**src/hdl/assert_macros.svh**
```systemverilog
// Assertion macros shared by the boot slot selector RTL.
`ifndef ASSERT_MACROS_SVH
`define ASSERT_MACROS_SVH

// Check a property on every rising clock edge outside reset.
`define BSS_ASSERT(label, prop, msg) \
	label: assert property (@(posedge clk) disable iff (!arst_n) prop) \
		else $error(msg);

// Check that a condition never holds on a rising clock edge outside reset.
`define BSS_ASSERT_NEVER(label, cond, msg) \
	label: assert property (@(posedge clk) disable iff (!arst_n) !(cond)) \
		else $error(msg);

`endif

```
**src/hdl/bss_pkg.sv**
```systemverilog
// Types and codes shared by the boot slot selector modules.
`timescale 1ns / 1ps
`default_nettype none

package bss_pkg;

	typedef enum logic [1:0] {
		OP_WRITE  = 2'd0,
		OP_SELECT = 2'd1,
		OP_LOAD   = 2'd2
	} op_t;

	typedef enum logic [2:0] {
		ST_IDLE     = 3'd0,
		ST_CHK_PREF = 3'd1,
		ST_CHK_CUR  = 3'd2,
		ST_SCAN     = 3'd3,
		ST_FINISH   = 3'd4,
		ST_WRITE    = 3'd5
	} state_t;

	localparam logic [2:0] RSN_PREFERRED   = 3'd0;
	localparam logic [2:0] RSN_CURRENT     = 3'd1;
	localparam logic [2:0] RSN_SCAN_GOOD   = 3'd2;
	localparam logic [2:0] RSN_SCAN_VALID  = 3'd3;
	localparam logic [2:0] RSN_ROUND_ROBIN = 3'd4;

endpackage

`default_nettype wire

```
**src/hdl/bss_eval.sv**
```systemverilog
// Shared count unit: increment and good-boot compare.
`timescale 1ns / 1ps
`default_nettype none

module bss_eval #(
	parameter int WIDTH = 32
) (
	input  wire logic [WIDTH-1:0] base,
	input  wire logic [WIDTH-1:0] probe,
	output logic      [WIDTH-1:0] sum,
	output logic                  good
);

	// Wrap at the counter width.
	assign sum  = base + 1'b1;
	assign good = (probe == base) || (probe == sum);

endmodule

`default_nettype wire

```
**src/hdl/boot_slot_selector_core.sv**
```systemverilog
// Boot slot selector top level: slot table, selection sequencer and ports.
// Write and load beats leave the sequencer idle, so the block is ready again the next cycle.
// A select beat reads one slot record per cycle through the count memory port, in order:
//   preferred slot, then current slot, then a scan from the current slot, then a fallback.
// One item is in flight at a time; a finished result waits in the output register.
// Reset (arst_n low, asynchronous) clears flags, preferred and current slot and global count; counts read as zero.
`timescale 1ns / 1ps
`default_nettype none

module boot_slot_selector_core #(
	parameter int NUM_SLOTS  = 4,
	parameter int COUNT_BITS = 32
) (
	input  wire logic        clk,
	input  wire logic        arst_n,
	// configuration
	input  wire logic        cfg_wr_en,
	input  wire logic [1:0]  cfg_wr_data,
	// input channel
	input  wire logic        in_valid,
	output logic             in_ready,
	input  wire logic [1:0]  operation,
	input  wire logic [1:0]  slot_index,
	input  wire logic        image_complete,
	input  wire logic        checksum_ok,
	input  wire logic [31:0] boot_count,
	input  wire logic [31:0] last_success_count,
	// output channel
	output logic             out_valid,
	input  wire logic        out_ready,
	output logic [1:0]       selected_slot,
	output logic [2:0]       selection_reason,
	output logic [31:0]      new_global_count,
	output logic [31:0]      new_slot_count
);

`include "assert_macros.svh"

	localparam int SLOT_W = (NUM_SLOTS > 1) ? $clog2(NUM_SLOTS) : 1;
	localparam int CB     = COUNT_BITS;

	function automatic logic [SLOT_W-1:0] slot_next(input logic [SLOT_W-1:0] s);
		slot_next = (s == SLOT_W'(NUM_SLOTS - 1)) ? '0 : s + 1'b1;
	endfunction

	// ---------------------------------------------------------------
	// Architectural state
	// ---------------------------------------------------------------
	bss_pkg::state_t   state_q, state_d;
	logic [1:0]        preferred_q;
	logic [SLOT_W-1:0] cur_q;
	logic [CB-1:0]     glob_q;
	logic [NUM_SLOTS-1:0] cpl_q;
	logic [NUM_SLOTS-1:0] ok_q;
	// Entries not yet written read as zero counts.
	logic [NUM_SLOTS-1:0] written_q;
	logic [2*CB-1:0]   cnt_mem_q [NUM_SLOTS];

	// Count memory port
	logic [SLOT_W-1:0] rd_addr;
	logic [SLOT_W-1:0] rd_addr_q;
	logic [2*CB-1:0]   rd_word_q;
	logic              rd_written_q;
	logic              mem_we;
	logic [SLOT_W-1:0] mem_waddr;
	logic [2*CB-1:0]   mem_wdata;
	logic [CB-1:0]     rd_bc;
	logic [CB-1:0]     rd_ls;

	// Sequencer working registers
	logic [SLOT_W-1:0] ptr_q;
	logic [SLOT_W-1:0] step_q;
	logic              fv_q;
	logic [SLOT_W-1:0] fv_slot_q;
	logic [CB-1:0]     fv_bc_q;
	logic [CB-1:0]     fv_ls_q;
	logic [SLOT_W-1:0] sel_q;
	logic [2:0]        reason_q;
	logic [CB-1:0]     sel_bc_q;
	logic [CB-1:0]     sel_ls_q;

	// Output register
	logic              out_valid_q;
	logic [1:0]        out_slot_q;
	logic [2:0]        out_reason_q;
	logic [31:0]       out_glob_q;
	logic [31:0]       out_cnt_q;

	// Decision from the sequencer
	logic              dec_take;
	logic [SLOT_W-1:0] dec_slot;
	logic [2:0]        dec_reason;
	logic [CB-1:0]     dec_bc;
	logic [CB-1:0]     dec_ls;
	logic              fv_capture;
	logic              result_fire;

	// Shared unit
	logic [CB-1:0]     eval_base;
	logic [CB-1:0]     eval_sum;
	logic              eval_good;

	logic              in_fire;
	logic              op_write;
	logic              op_select;
	logic              op_load;
	logic              idx_in_range;
	logic              pref_in_range;
	logic [SLOT_W-1:0] ld_slot;
	logic              cand_valid;
	logic              cand_vg;
	logic              scan_last;
	logic [CB-1:0]     glob_inc;

	assign in_ready  = (state_q == bss_pkg::ST_IDLE);
	assign in_fire   = in_valid && in_ready;
	assign op_write  = (operation == bss_pkg::OP_WRITE);
	assign op_select = (operation == bss_pkg::OP_SELECT);
	assign op_load   = (operation == bss_pkg::OP_LOAD);

	assign idx_in_range  = (int'(slot_index) < NUM_SLOTS);
	assign pref_in_range = (int'(preferred_q) < NUM_SLOTS);
	// With two or more slots a two-bit index is below twice the slot count, so one subtract wraps it.
	assign ld_slot = idx_in_range ? SLOT_W'(slot_index)
	                              : SLOT_W'(int'(slot_index) - NUM_SLOTS);

	assign rd_bc = rd_written_q ? rd_word_q[CB-1:0]    : '0;
	assign rd_ls = rd_written_q ? rd_word_q[2*CB-1:CB] : '0;

	// Valid flags are plain flops; the candidate is the slot read last cycle.
	assign cand_valid = cpl_q[rd_addr_q] && ok_q[rd_addr_q];
	assign cand_vg    = cand_valid && eval_good;
	assign scan_last  = (step_q == SLOT_W'(NUM_SLOTS - 1));
	assign glob_inc   = glob_q + 1'b1;

	// The unit tests the read record while probing and bumps the chosen count at the end.
	assign eval_base = (state_q == bss_pkg::ST_WRITE) ? sel_bc_q : rd_ls;

	bss_eval #(
		.WIDTH (CB)
	) u_eval (
		.base  (eval_base),
		.probe (rd_bc),
		.sum   (eval_sum),
		.good  (eval_good)
	);

	// ---------------------------------------------------------------
	// Sequencer
	// ---------------------------------------------------------------
	always_ff @(posedge clk or negedge arst_n) begin
		if (!arst_n) begin
			state_q <= bss_pkg::ST_IDLE;
		end else begin
			state_q <= state_d;
		end
	end

	always_comb begin
		state_d     = state_q;
		dec_take    = 1'b0;
		dec_slot    = rd_addr_q;
		dec_reason  = bss_pkg::RSN_PREFERRED;
		dec_bc      = rd_bc;
		dec_ls      = rd_ls;
		fv_capture  = 1'b0;
		result_fire = 1'b0;
		rd_addr     = cur_q;
		case (state_q)
			bss_pkg::ST_IDLE: begin
				// Issue the preferred slot read as the select beat lands.
				rd_addr = SLOT_W'(preferred_q);
				if (in_fire && op_select) begin
					state_d = bss_pkg::ST_CHK_PREF;
				end
			end
			bss_pkg::ST_CHK_PREF: begin
				rd_addr = cur_q;
				if (pref_in_range && cand_vg) begin
					dec_take   = 1'b1;
					dec_reason = bss_pkg::RSN_PREFERRED;
					state_d    = bss_pkg::ST_WRITE;
				end else begin
					state_d = bss_pkg::ST_CHK_CUR;
				end
			end
			bss_pkg::ST_CHK_CUR: begin
				// The scan starts at the current slot, so read it again.
				rd_addr = cur_q;
				if (cand_vg) begin
					dec_take   = 1'b1;
					dec_reason = bss_pkg::RSN_CURRENT;
					state_d    = bss_pkg::ST_WRITE;
				end else begin
					state_d = bss_pkg::ST_SCAN;
				end
			end
			bss_pkg::ST_SCAN: begin
				// On the last step fetch current+1 for the round-robin fallback.
				rd_addr = scan_last ? slot_next(cur_q) : slot_next(ptr_q);
				if (cand_vg) begin
					dec_take   = 1'b1;
					dec_reason = bss_pkg::RSN_SCAN_GOOD;
					state_d    = bss_pkg::ST_WRITE;
				end else begin
					fv_capture = cand_valid && !fv_q;
					if (scan_last) begin
						state_d = bss_pkg::ST_FINISH;
					end
				end
			end
			bss_pkg::ST_FINISH: begin
				dec_take = 1'b1;
				if (fv_q) begin
					dec_slot   = fv_slot_q;
					dec_bc     = fv_bc_q;
					dec_ls     = fv_ls_q;
					dec_reason = bss_pkg::RSN_SCAN_VALID;
				end else begin
					dec_reason = bss_pkg::RSN_ROUND_ROBIN;
				end
				state_d = bss_pkg::ST_WRITE;
			end
			bss_pkg::ST_WRITE: begin
				// Hold until the output register can take the result.
				if (!out_valid_q || out_ready) begin
					result_fire = 1'b1;
					state_d     = bss_pkg::ST_IDLE;
				end
			end
			default: begin
				state_d = bss_pkg::ST_IDLE;
			end
		endcase
	end

	// ---------------------------------------------------------------
	// Count memory: one write port, one registered read port
	// ---------------------------------------------------------------
	always_comb begin
		mem_we    = 1'b0;
		mem_waddr = sel_q;
		mem_wdata = {sel_ls_q, eval_sum};
		if (result_fire) begin
			mem_we = 1'b1;
		end else if (in_fire && op_write && idx_in_range) begin
			mem_we    = 1'b1;
			mem_waddr = SLOT_W'(slot_index);
			mem_wdata = {CB'(last_success_count), CB'(boot_count)};
		end
	end

	always_ff @(posedge clk) begin
		if (mem_we) begin
			cnt_mem_q[mem_waddr] <= mem_wdata;
		end
		rd_word_q <= cnt_mem_q[rd_addr];
		rd_addr_q <= rd_addr;
	end

	// ---------------------------------------------------------------
	// Slot flags, current slot, global count, configuration
	// ---------------------------------------------------------------
	always_ff @(posedge clk or negedge arst_n) begin
		if (!arst_n) begin
			preferred_q  <= '0;
			cur_q        <= '0;
			glob_q       <= '0;
			cpl_q        <= '0;
			ok_q         <= '0;
			written_q    <= '0;
			rd_written_q <= 1'b0;
		end else begin
			rd_written_q <= written_q[rd_addr];
			if (cfg_wr_en) begin
				preferred_q <= cfg_wr_data;
			end
			if (mem_we) begin
				written_q[mem_waddr] <= 1'b1;
			end
			if (in_fire && op_write && idx_in_range) begin
				cpl_q[SLOT_W'(slot_index)] <= image_complete;
				ok_q[SLOT_W'(slot_index)]  <= checksum_ok;
			end
			if (in_fire && op_load) begin
				cur_q  <= ld_slot;
				glob_q <= CB'(boot_count);
			end
			if (result_fire) begin
				cur_q  <= sel_q;
				glob_q <= glob_inc;
			end
		end
	end

	// ---------------------------------------------------------------
	// Scan bookkeeping and chosen slot
	// ---------------------------------------------------------------
	always_ff @(posedge clk or negedge arst_n) begin
		if (!arst_n) begin
			fv_q   <= 1'b0;
			ptr_q  <= '0;
			step_q <= '0;
		end else begin
			if (in_fire && op_select) begin
				fv_q   <= 1'b0;
				ptr_q  <= cur_q;
				step_q <= '0;
			end else if (state_q == bss_pkg::ST_SCAN) begin
				ptr_q  <= slot_next(ptr_q);
				step_q <= step_q + 1'b1;
				if (fv_capture) begin
					fv_q <= 1'b1;
				end
			end
		end
	end

	always_ff @(posedge clk) begin
		if (fv_capture) begin
			fv_slot_q <= rd_addr_q;
			fv_bc_q   <= rd_bc;
			fv_ls_q   <= rd_ls;
		end
		if (dec_take) begin
			sel_q    <= dec_slot;
			reason_q <= dec_reason;
			sel_bc_q <= dec_bc;
			sel_ls_q <= dec_ls;
		end
	end

	// ---------------------------------------------------------------
	// Output register
	// ---------------------------------------------------------------
	always_ff @(posedge clk or negedge arst_n) begin
		if (!arst_n) begin
			out_valid_q <= 1'b0;
		end else if (result_fire) begin
			out_valid_q <= 1'b1;
		end else if (out_ready) begin
			out_valid_q <= 1'b0;
		end
	end

	always_ff @(posedge clk) begin
		if (result_fire) begin
			out_slot_q   <= 2'(sel_q);
			out_reason_q <= reason_q;
			out_glob_q   <= 32'(glob_inc);
			out_cnt_q    <= 32'(eval_sum);
		end
	end

	assign out_valid        = out_valid_q;
	assign selected_slot    = out_slot_q;
	assign selection_reason = out_reason_q;
	assign new_global_count = out_glob_q;
	assign new_slot_count   = out_cnt_q;

	// ---------------------------------------------------------------
	// Assertions
	// ---------------------------------------------------------------
	`BSS_ASSERT(a_result_from_write, $rose(out_valid_q) |-> $past(state_q == bss_pkg::ST_WRITE), "result beat without a finished select")
	`BSS_ASSERT(a_current_follows, $rose(out_valid_q) |-> (cur_q == sel_q), "current slot not updated to the chosen slot")
	`BSS_ASSERT(a_pref_reason, (out_valid_q && out_reason_q == bss_pkg::RSN_PREFERRED) |-> (out_slot_q == preferred_q), "preferred reason with another slot")
	`BSS_ASSERT_NEVER(a_sel_range, state_q == bss_pkg::ST_WRITE && int'(sel_q) >= NUM_SLOTS, "chosen slot out of range")

endmodule

`default_nettype wire
```
**config.mk**
```make
export PLATFORM = sky130hd
export DESIGN_NAME = boot_slot_selector_core
export DESIGN_NICKNAME = d
export VERILOG_FILES = /design/src/hdl/bss_pkg.sv /design/src/hdl/bss_eval.sv /design/src/hdl/boot_slot_selector_core.sv
export VERILOG_INCLUDE_DIRS = /design/src /design/src/hdl
export SDC_FILE = /design/constraint.sdc
export NUM_CORES = 1
export LEC_CHECK = 0
export BUFFER_PORTS_ARGS = -buffer_cell sky130_fd_sc_hd__buf_4
export CORE_UTILIZATION = 28
export CTS_CLUSTER_DIAMETER = 40
export DETAILED_ROUTE_END_ITERATION = 6
export PLACE_DENSITY = 0.45
export SETUP_SLACK_MARGIN = 0.15
export SYNTH_ARGS = -nofsm -noshare
export SYNTH_HDL_FRONTEND = slang
export SYNTH_SLANG_ARGS = --single-unit
```
**constraint.sdc**
```tcl
create_clock -name clk -period 18.66 [get_ports clk]
set_input_delay 0.933 -clock clk [delete_from_list [all_inputs] [get_ports clk]]
set_output_delay 0.933 -clock clk [all_outputs]
set_load 0.01 [all_outputs]
```
# Yosys cells after proc, flatten, opt, wreduce, memory -nomap -nowiden
# Memories as Yosys holds them, arrays and structs flattened. A register that Yosys moved wholly into a read port is not among the register bits.
# Cells that the tools add are included.
totals:
  in_bits: 77
  romBits: 0
  wordCells: 137
  output_inout_bits: 71
  regBits: 264
  latch_bits: 0
  memories: 1
  ramBits: 256
mem_list:
  columns: ["memory", "depth", "word_bits", "read_ports", "rd_clocked_by_memory_dff", "write_ports", "line_no", "source"]
  rows:
  - ["cnt_mem_q", 4, 64, 1, 1, 1, "boot_slot_selector_core.sv:57", "logic [2*CB-1:0] cnt_mem_q [NUM_SLOTS];"]
classes:
  order_cmp: 6
  n_mux: 63
  add_sub_neg: 5
  n_eq_ne: 15
  n_reduce_logical: 22
  n_bitwise: 1
  div_mod_pow: 0
  n_mul: 0
  shift: 0
op_table:
  columns: ["cell", "count"]
  rows:
  - ["32-bit 2-to-1 mux", 9]
  - ["64-bit 2-to-1 mux", 2]
  - ["32-bit by 1-bit adder with 32-bit output, second input constant", 2]
  - ["32-bit == test", 2]
  - ["2-bit 2-to-1 mux", 14]
  - ["3-bit 2-to-1 mux", 7]
  - ["1-bit 2-to-1 mux", 20]
  - ["3-bit one-hot mux with 6 select lines", 1]
  - ["2-bit by 3-bit less-than comparator with 1-bit output, second input constant", 4]
  - ["1-bit logical AND", 9]
  - ["3-bit one-hot mux with 3 select lines", 1]
  - ["4-bit bitwise mux", 2]
  - ["2-bit == test, second input constant", 4]
  - ["2-bit nonzero test", 4]
  - ["2-bit by 1-bit adder with 2-bit output, second input constant", 3]
  - ["1-bit binary-select mux with 2-bit select", 3]
  - ["3-bit by 2-bit == test with 1-bit output, second input constant", 2]
  - ["3-bit == test, second input constant", 2]
  - ["1-bit demux with 2-bit select", 2]
  - ["2-bit by 1-bit greater-or-equal comparator with 1-bit output, second input constant", 2]
  - ["2-bit by 1-bit != test with 1-bit output, second input constant", 2]
  - ["4-bit bitwise OR", 1]
  - ["2-bit one-hot mux with 2 select lines", 1]
  - ["3-bit by 1-bit == test with 1-bit output, second input constant", 1]
  - ["10 further kinds", 12]

# Logic depth before layout (Yosys ltp)
# Gate-level depths: netlist of the first run.
depth:
  ltp_word: 11
  mapped_depth: 20
  depth_no_buf: 14

# Modules after synthesis
# A second synthesis of the first run with hierarchy kept.
unflattened:
  hier_cells: 1860
  area_unflattened_um2: 24991.5
by_module_without_submodules:
  columns: ["module", "area_each_um2", "n_inst", "seq_area_each_um2", "cells_each"]
  rows:
  - ["boot_slot_selector_core", 23303.6, 1, 16585.9, 1629]
  - ["bss_eval", 1687.9, 1, 0.0, 231]

# Worst setup path after synthesis of the first run
# Ideal clock, no wire load.
synth_path:
  kind: "register to register"
  startpoint: "reg state_q[0]"
  endpoint: "reg reason_q[0], enable pin"
  period_less_slack_ps: 9984
  t_arrival_ps: 9393
  stages_incl_launch_ff: 19
  required_time_ps: 18069
  slack_ps: 8676
  setup_ps: 591
  n_path_buf: 5
  cell_sequence: "dfrtp_1 > buf_4 > nand3b_2 > buf_2 > buf_2 > clkbuf_1 > mux2i_1 > inv_1 > ha_1 > clkbuf_1 > nand4_1 > or4_1 > a222oi_1 > xnor3_1 > nand3b_1 > or4_1 > nor4_2 > a21oi_2 > o21ai_0"
synth_via:
  elab_chain_len: 8
  word_cells_on_any_way: 14
  cone_classes: "add/sub (1); eq/ne (7); mux (3); reduce/logical (3)"
synth_rtl:
  columns: ["item", "line_no", "source"]
  rows:
  - ["start: declaration", "boot_slot_selector_core.sv:49", "bss_pkg::state_t state_q, state_d;"]
  - ["start signal: assignment", "boot_slot_selector_core.sv:153", "state_q <= bss_pkg::ST_IDLE;"]
  - ["start signal: assignment", "boot_slot_selector_core.sv:155", "state_q <= state_d;"]
  - ["3-bit == test", "boot_slot_selector_core.sv:137", "assign eval_base = (state_q == bss_pkg::ST_WRITE) ? sel_bc_q : rd_ls;"]
  - ["32-bit 2-to-1 mux", "boot_slot_selector_core.sv:137", null]
  - ["32-bit by 1-bit adder with 32-bit output", "bss_eval.sv:15", "assign sum = base + 1'b1;"]
  - ["named net eval_sum[0]", "boot_slot_selector_core.sv:100", "logic [CB-1:0] eval_sum;"]
  - ["32-bit == test", "bss_eval.sv:16", "assign good = (probe == base) || (probe == sum);"]
  - ["1-bit logical OR", "bss_eval.sv:16", null]
  - ["1-bit logical AND", "boot_slot_selector_core.sv:132", "assign cand_vg = cand_valid && eval_good;"]
  - ["1-bit 2-to-1 mux", "boot_slot_selector_core.sv:179, boot_slot_selector_core.sv:190, boot_slot_selector_core.sv:201", null]
  - ["1-bit one-hot mux with 2 select lines", "boot_slot_selector_core.sv:169", "case (state_q)"]
  - ["named net dec_take", "boot_slot_selector_core.sv:90", "logic dec_take;"]
  - ["end signal: assignment", "boot_slot_selector_core.sv:327", "reason_q <= dec_reason;"]
  - ["end: declaration", "boot_slot_selector_core.sv:78", "logic [2:0] reason_q;"]
# The timed path passes the listed nets, and every way through them passes these cells.
# A chain may end at the register's enable or synchronous reset.

# Worst setup path after layout of the first run
layout_path:
  startpoint: "reg state_q[0]"
  endpoint: "reg sel_ls_q[31], enable pin"
layout_via:
  elab_chain_len: 8
  word_cells_on_any_way: 14
  cone_classes: "add/sub (1); eq/ne (7); mux (3); reduce/logical (3)"
layout_rtl:
  columns: ["item", "line_no", "source"]
  rows:
  - ["3-bit == test", "boot_slot_selector_core.sv:137", null]
  - ["32-bit 2-to-1 mux", "boot_slot_selector_core.sv:137", null]
  - ["32-bit by 1-bit adder with 32-bit output", "bss_eval.sv:15", null]
  - ["named net eval_sum[0]", "boot_slot_selector_core.sv:100", null]
  - ["32-bit == test", "bss_eval.sv:16", null]
  - ["1-bit logical OR", "bss_eval.sv:16", null]
  - ["1-bit logical AND", "boot_slot_selector_core.sv:132", null]
  - ["1-bit 2-to-1 mux", "boot_slot_selector_core.sv:179, boot_slot_selector_core.sv:190, boot_slot_selector_core.sv:201", null]
  - ["1-bit one-hot mux with 2 select lines", "boot_slot_selector_core.sv:169", null]
  - ["named net dec_take", "boot_slot_selector_core.sv:90", null]
  - ["end signal: assignment", "boot_slot_selector_core.sv:329", "sel_ls_q <= dec_ls;"]
  - ["end: declaration", "boot_slot_selector_core.sv:80", "logic [CB-1:0] sel_ls_q;"]
# The timed path passes the listed nets, and every way through them passes these cells.

==> results of run 1 <==
==> through the flow <==
step | util, % | instances
after detailed placement | 31.12 | 3119
after global placement | 31.12 | 3119
after CTS | 34.92 | 3292
final | 34.93 | 3295
after floorplan | - | 1871
after global routing | 34.92 | 3292
==> layout make-up <==
class,instances,share of cell area [%]
Antenna cell,3,0.02432
Clock buffer,104,7.734
Clock inverter,69,3.153
Inverter,61,0.7499
Multi-Input combinational cell,1131,25.55
Sequential cell,584,53.74
Tap cell,1165,4.722
Timing Repair Buffer,178,4.329
==> final timing paths <==
check / slack, ns / depth (start not counted) / endpoint / start
min in group clk: 0.45 / 0 / selection_reason[1] / reason_q[1]
max in group asynchronous: 17.52 / 2 / rd_written_q / arst_n
worst min register to register: 0.45 / 0 / selection_reason[1] / reason_q[1]
worst min-delay path: 0.09 / 1 / ok_q[1] / arst_n
worst max-delay path: 11.68 / 14 / sel_ls_q[31] / state_q[0]
worst max register to register: 11.68 / 14 / sel_ls_q[31] / state_q[0]
==> critical path, stage by stage, from the launching register on <==
cell and delay [ns]:
dfrtp_1 0.71, nand3b_4 0.44, mux2i_1 0.28, inv_1 0.12, ha_1 0.33, nand4_1 0.16
or4_1 0.61, a222oi_1 0.64, xnor3_1 0.33, nand3b_1 0.09, or4_1 0.55, nor4_2 0.44
a21oi_2 0.25, o21ai_4 0.90, buf_4 0.62
==> power breakdown <==
| group | leakage, nW | internal [mW] | total (mW) | switching [mW] |
|---|---|---|---|---|
| registers | 5.46 | 1.74 | 1.89 | 0.157 |
| clock network | 1.60 | 1.14 | 1.81 | 0.668 |
| logic | 4.29 | 0.617 | 1.74 | 1.13 |
==> per-layer routing <==
metal,wire [um],global-route usage (%)
met4,1742,5.390
met2,33260,25.11
met5,10,0
met3,2737,2.525
met1,33470,21.68
==> cell families (layout without fill, tap and decap cells) <==
kind of cell / count (synthesis) / in the layout / share of synthesized area (%)
other: 0 / 3 / 0
adder cells (fa/ha/maj): 5 / 5 / 0.2503
AO/OA/AOI/OAI: 307 / 307 / 7.968
buffers and inverters: 156 / 412 / 2.467
XOR/XNOR: 119 / 119 / 4.224
AND/OR/NAND/NOR: 499 / 499 / 10.20
multiplexers: 201 / 201 / 8.544
flip-flops: 584 / 584 / 66.35
==> layout by cell type, fill, tap and decap left out, drive strengths merged, types with 4 or more instances in the layout <==
| master | n |
|---|---|
| nand3 | 60 |
| nor2b | 65 |
| o21ai | 73 |
| ha | 5 |
| mux2i | 102 |
| dfrtp | 58 |
| buf | 178 |
| o22ai | 17 |
| nor3 | 24 |
| nor2 | 53 |
| clkinv | 30 |
| or3 | 8 |
| inv | 76 |
| a222oi | 6 |
| nand4 | 19 |
| dfxtp | 66 |
| and3 | 25 |
| clkinvlp | 10 |
| a221o | 9 |
| or4 | 8 |
| nor3b | 4 |
| nor4b | 4 |
| or2 | 7 |
| a22oi | 17 |
| and2 | 26 |
| nor4 | 12 |
| bufinv | 14 |
| nand2 | 171 |
| xnor2 | 81 |
| edfxtp | 460 |
| clkbuf | 104 |
| a211oi | 69 |
| a21oi | 81 |
| a31oi | 6 |
| xor2 | 37 |
| mux2 | 99 |
==> summary.txt, run 1 <==
Post-route ant nets: 0
Via-to-Cell Ratio: 4.722
Post-Synthesis Cell Area: 0.02500 mm2
Fin nets: 2,130
Worst slack, placed: 11.72 ns
Slew headroom: 24.12%
Crit start category: register
Area of the multi-input gates: 0.007888 mm2
Async SR Flop Fraction: 9.932%
1st-iter DRT viols: 1,029
Clock Sinks: 584
Commonest cells post-synth: 460 x edfxtp_1, 171 x nand2_1, 102 x mux2i_1, 99 x mux2_2, 81 x xnor2_1
Cells after synthesis: 1,871
Crit end category: register
Worst Path Required: 18.92 ns
Sequential element share of the synthesized area: 66.35%
Peak VDD IR: 0.0001608 V
Postcts setup bufs: 0
Mapped Nets: 1,953
Most flop-heavy register: cnt_mem_q
HP Class: input port to async pin
Hold slack: 0.09005 ns
CTS H-Tree Depth: 3
Total grt overflow: 0
Wire per inst: 21.62 um
Worst Slack Setup Final: 11.68 ns
Hold Violations, Final: 0
CP arrival: 7.24 ns
CTS tree: yes
Slew Viols, Final: 0
Layout cells sized above 1: 22.14%
Number of hold buffers added after cts: 0
Drt pass-1 iters: 5
Fmax: 143.2 MHz
DIE AREA: 0.09048 mm2
Die H: 300.8 um
Die width: 300.8 um
GRT Util Overall: 15.75%
Vias in the first global route: 15,990
Sequential cell area: 0.01659 mm2
Top Registers: cnt_mem_q: 256 flops, rd_word_q: 64 flops
Post-route DRC: 0
Synth-to-Final Area Change: 23.48%
Synth top area share: 55.26%
Yosys cell types: 75
Top-count cell post-synth: edfxtp_1
Via count: 15,560
FF+latch count, synth: 584
Setup violations, final: 0
Fillers: 8,636
Ys Warns: 0
Initial core utilization: 28.29%
Setup Skew: 0.04253 ns
WL final: 71.23 mm
Power per Cell Area: 176.5 mW/mm2
Core area: 0.08837 mm2
Crit path time final: 6.983 ns
Total power: 5.447 mW
Largest net degree at the start of global routing: 83
CTS resizes: 0
Reg clk slew, reported paths: 0.06 ns
First-pass GRT wire length: 105.7 mm
Row count: 109
Ports: 148
Post-synthesis cell type with the largest combined area: edfxtp_1
Ranking of synthesized cells by area: edfxtp_1 55%, dfrtp_1 5.8%, dfxtp_1 5.3%
Worst slew pin tran: 1.136 ns
CTS max path bufs: 3
Max reg flops: 256
Fin crit share: 37.42%
Fin area: 0.03087 mm2
Main synth FF type: edfxtp_1
Status: completed
Leak pwr: 11.35 nW
# Max-Cap Violations: 0
CTS buffer count: 92
EDFF count, synth: 460
Antenna violations before repair: 6
Mean Syn Cell Area: 13.36 um2
Gpl congestion: 0.9017
Dpl cell area: 0.02750 mm2
Buffers on Ports: 147
RSZ-0062 raised after global routing: no
Worst-Skew Late Latency: 0.65 ns
CP max FO: 39
WS Path Type: register to register
Clock Tree Root: clkbuf_16
Setup tns final: 0 ns
Detailed-placement wirelength estimate: 49.51 mm
(Power assumes the default switching activity.)
==> inputs of run 2 (changes only) <==
ABC_AREA = 1   (was unset)
PLACE_DENSITY = 0.46   (was 0.45)
clock period = 6 ns   (was 18.66 ns; I/O delays follow)
==> run 2 against run 1 <==
  * Global-route usage increased by 1.8 points
  * Final cell count up 14%
  * Sequential power grew to 3.1 times the previous value
  * Synthesized area down 0.85%
  * Cell area is 0.13% lower
  * Sequential share of layout area grew 0.068 points
  * Largest power group is now combinational cells
  * Critical path depth increased by 7
  * Worst hold slack lost 0.059 ns
==> summary.txt, run 2 <==
CTS H-Tree Depth: 3
CP arrival: 5.20 ns
Core area: 0.08716 mm2
Mean Syn Cell Area: 10.78 um2
Postcts setup bufs: 0
Vias in the first global route: 18,240
FF-to-FF Start: state_q[1]
Status: completed
Cell mode on critical path: nand2_1
Slew headroom: 20.40%
HP Class: input port to register
Largest net degree at the start of global routing: 108
RSZ-0062 raised after global routing: no
Fin crit share: 81.86%
Clock Tree Root: clkbuf_16
Crit start category: register
Mapped Nets: 2,382
First-pass GRT wire length: 117.3 mm
Switch Pwr: 6.782 mW
DIE AREA: 0.08972 mm2
Sequential element share of the synthesized area: 66.91%
Max reg flops: 256
Worst Reg-to-Reg Cells: 21
Critical path's slowest cell: inv_2
Crit path time final: 4.912 ns
Detailed-placement wirelength estimate: 54.45 mm
CP max FO: 40
Power per Cell Area: 564.7 mW/mm2
Worst R2R End: fv_bc_q[27]
Worst hold start: boot_count[23]
Buffers on Ports: 147
Dpl cell area: 0.02716 mm2
Setup violations, final: 0
Drt pass-1 iters: 5
Commonest non-fill, non-tap cell in the layout: nand2_1
Row count: 108
CTS buffer count: 97
Most frequent cells in the layout: 480 x nand2_1, 460 x edfxtp_1, 358 x nor2_1
Crit-path leading delay family: simple AND/OR/NAND/NOR gates
Slew Viols, Final: 0
Die width: 299.5 um
Layout cells sized above 1: 16.56%
Worst slack, placed: 1.081 ns
FF+latch count, synth: 584
Hold Violations, Final: 0
Top-count cell post-synth: nand2_1
1st-iter DRT viols: 1,220
Initial core utilization: 28.44%
Post-synthesis cell type with the largest combined area: edfxtp_1
CTS max path bufs: 3
Power Internal: 10.63 mW
Wire per inst: 20.85 um
Antenna violations before repair: 0
Commonest cells post-synth: 483 x nand2_1, 460 x edfxtp_1, 362 x nor2_1, 185 x inv_1, 110 x o21ai_0
Worst Slack Setup Final: 1.088 ns
Final std cells w/o fill: 3,757
Via-to-Cell Ratio: 4.672
Worst Path Required: 6.29 ns
Critical-path cell list: inv_2 > nand3_4 > nand2_1 > nand2_1 > nand2_1 > nor2_2 > nand2_1 > nor2_2 > nand4_1 > nand2_1 > nand2_1 > nand2_1 > nor2_1 > nand2_1 > nor2_1 > nand2_1 > nand2_2 > nand2_4 > nand3_1 > inv_2 > buf_12
Synth-to-Final Area Change: 24.38%
Ys Warns: 0
Post-route DRC: 0
Leak pwr: 12.13 nW
Reg power frac: 34.0%
Cell count after placement: 3,532
Synth top area share: 55.73%
GRT Util Overall: 17.54%
CTS resizes: 0
Fin nets: 2,599
Cells after synthesis: 2,300
Top Registers: cnt_mem_q: 256 flops, rd_word_q: 64 flops
Ranking of synthesized cells by area: edfxtp_1 56%, nand2_1 7.3%, dfrtp_1 5.9%
Fillers: 8,699
Worst-Skew Late Latency: 0.63 ns
Worst Hold End: glob_q[23]
Ports: 148
Sw Ratio: 38.95%
Post-route ant nets: 0
EDFF count, synth: 460
Async SR Flop Fraction: 9.932%
Gpl congestion: 0.9302
FF-to-FF setup slack: 1.09 ns
Yosys cell types: 52
Crit end category: register
Fmax: 203.6 MHz
Most flop-heavy register: cnt_mem_q
CTS tree: yes
# Max-Cap Violations: 0
Peak VDD IR: 0.0004600 V
Total grt overflow: 0
Comb power frac: 34.7%
WHS Path Cells: 3
Worst slew pin tran: 1.190 ns
Clock Power Share: 31.4%
Setup Skew: 0.01891 ns
Clock Sinks: 584
Main synth FF type: edfxtp_1
Fin area: 0.03083 mm2
Reg clk slew, reported paths: 0.05 ns
Crit-path max cell delay: 0.52 ns
Total power: 17.41 mW
Setup tns final: 0 ns
Post-Synthesis Cell Area: 0.02479 mm2
WS Path Type: register to register
Antenna cells: 0
WL final: 78.33 mm
Worst path bufs/invs: 3
Die H: 299.5 um
Via count: 17,550
## run 2: final cells by class
type | count | area, um2 | area share, %
Timing Repair Buffer | 216 | 1749 | 5.674
Sequential cell | 584 | 16590 | 53.80
Tap cell | 1155 | 1445 | 4.688
Clock buffer | 108 | 2520 | 8.174
Clock inverter | 76 | 735.7 | 2.386
Multi-Input combinational cell | 1424 | 7061 | 22.90
Inverter | 194 | 732.0 | 2.374
## run 2: per-stage QoR
stage	utilization, %	hold slack [ns]
after floorplan	-	0.004409
after global placement	31.17	0.2187
after detailed placement	31.17	0.2167
after CTS	35.37	0.0009708
after global routing	35.37	0.03489
final	35.37	0.03056
## run 2: worst reg2reg max path: cells and delay by family (launching register included)
family                 cells  cell delay, ns
buffers and inverters      3            1.08
flip-flops                 1            0.40
AND/OR/NAND/NOR           18            3.04
## run 2: power by group through the flow
stage / registers (mW) / logic (mW) / clock network [mW]
detailed placement: 5.99 / 6.05 / 0
finish: 5.92 / 6.03 / 5.46
CTS: 5.92 / 6.13 / 5.58
floorplan: 5.85 / 3.94 / 0
global route: 5.98 / 6.71 / 5.75
global placement: 5.99 / 5.99 / 0
## run 2: worst max path at each step
stage / cells past startpoint / startpoint / endpoint / slack [ns]
4_1_cts: 21 / state_q[1] / fv_bc_q[6] / 1.07
2_1_floorplan: 12 / state_q[0] / cnt_mem_q[0][0] / 1.00
3_3_place_gp: 21 / state_q[1] / fv_slot_q[0] / 1.06
5_1_grt: 22 / state_q[1] / sel_bc_q[31] / 0.68
6_report: 21 / state_q[1] / fv_bc_q[27] / 1.09
3_5_place_dp: 21 / state_q[1] / fv_slot_q[1] / 1.08
## run 2: cell families (layout without fill, tap and decap cells)
group                    count (synthesis)  in the layout  synth area share [%]
AND/OR/NAND/NOR                       1046           1046                 17.91
flip-flops                             584            584                 66.91
AO/OA/AOI/OAI                          304            304                 7.637
buffers and inverters                  292            594                 4.841
XOR/XNOR                                68             68                 2.403
adder cells (fa/ha/maj)                  5              5                0.2524
multiplexers                             1              1               0.04543
## run 2: routing by layer
| metal | track usage (%) | share of wire (%) | vias to the layer above |
|---|---|---|---|
| met4 | 4.300 | 1.8 | 0 |
| met3 | 2.870 | 4.3 | 95 |
| met1 | 23.25 | 46 | 8729 |
| met2 | 29.81 | 48 | 384 |
| met5 | 0 | 0 | - |
| li1 | - | - | 8343 |
## run 2: timing repair
action,CTS,global route
hold buffers,41,0
endpoints found under the setup margin,0,0
endpoints found under the hold margin,78,0
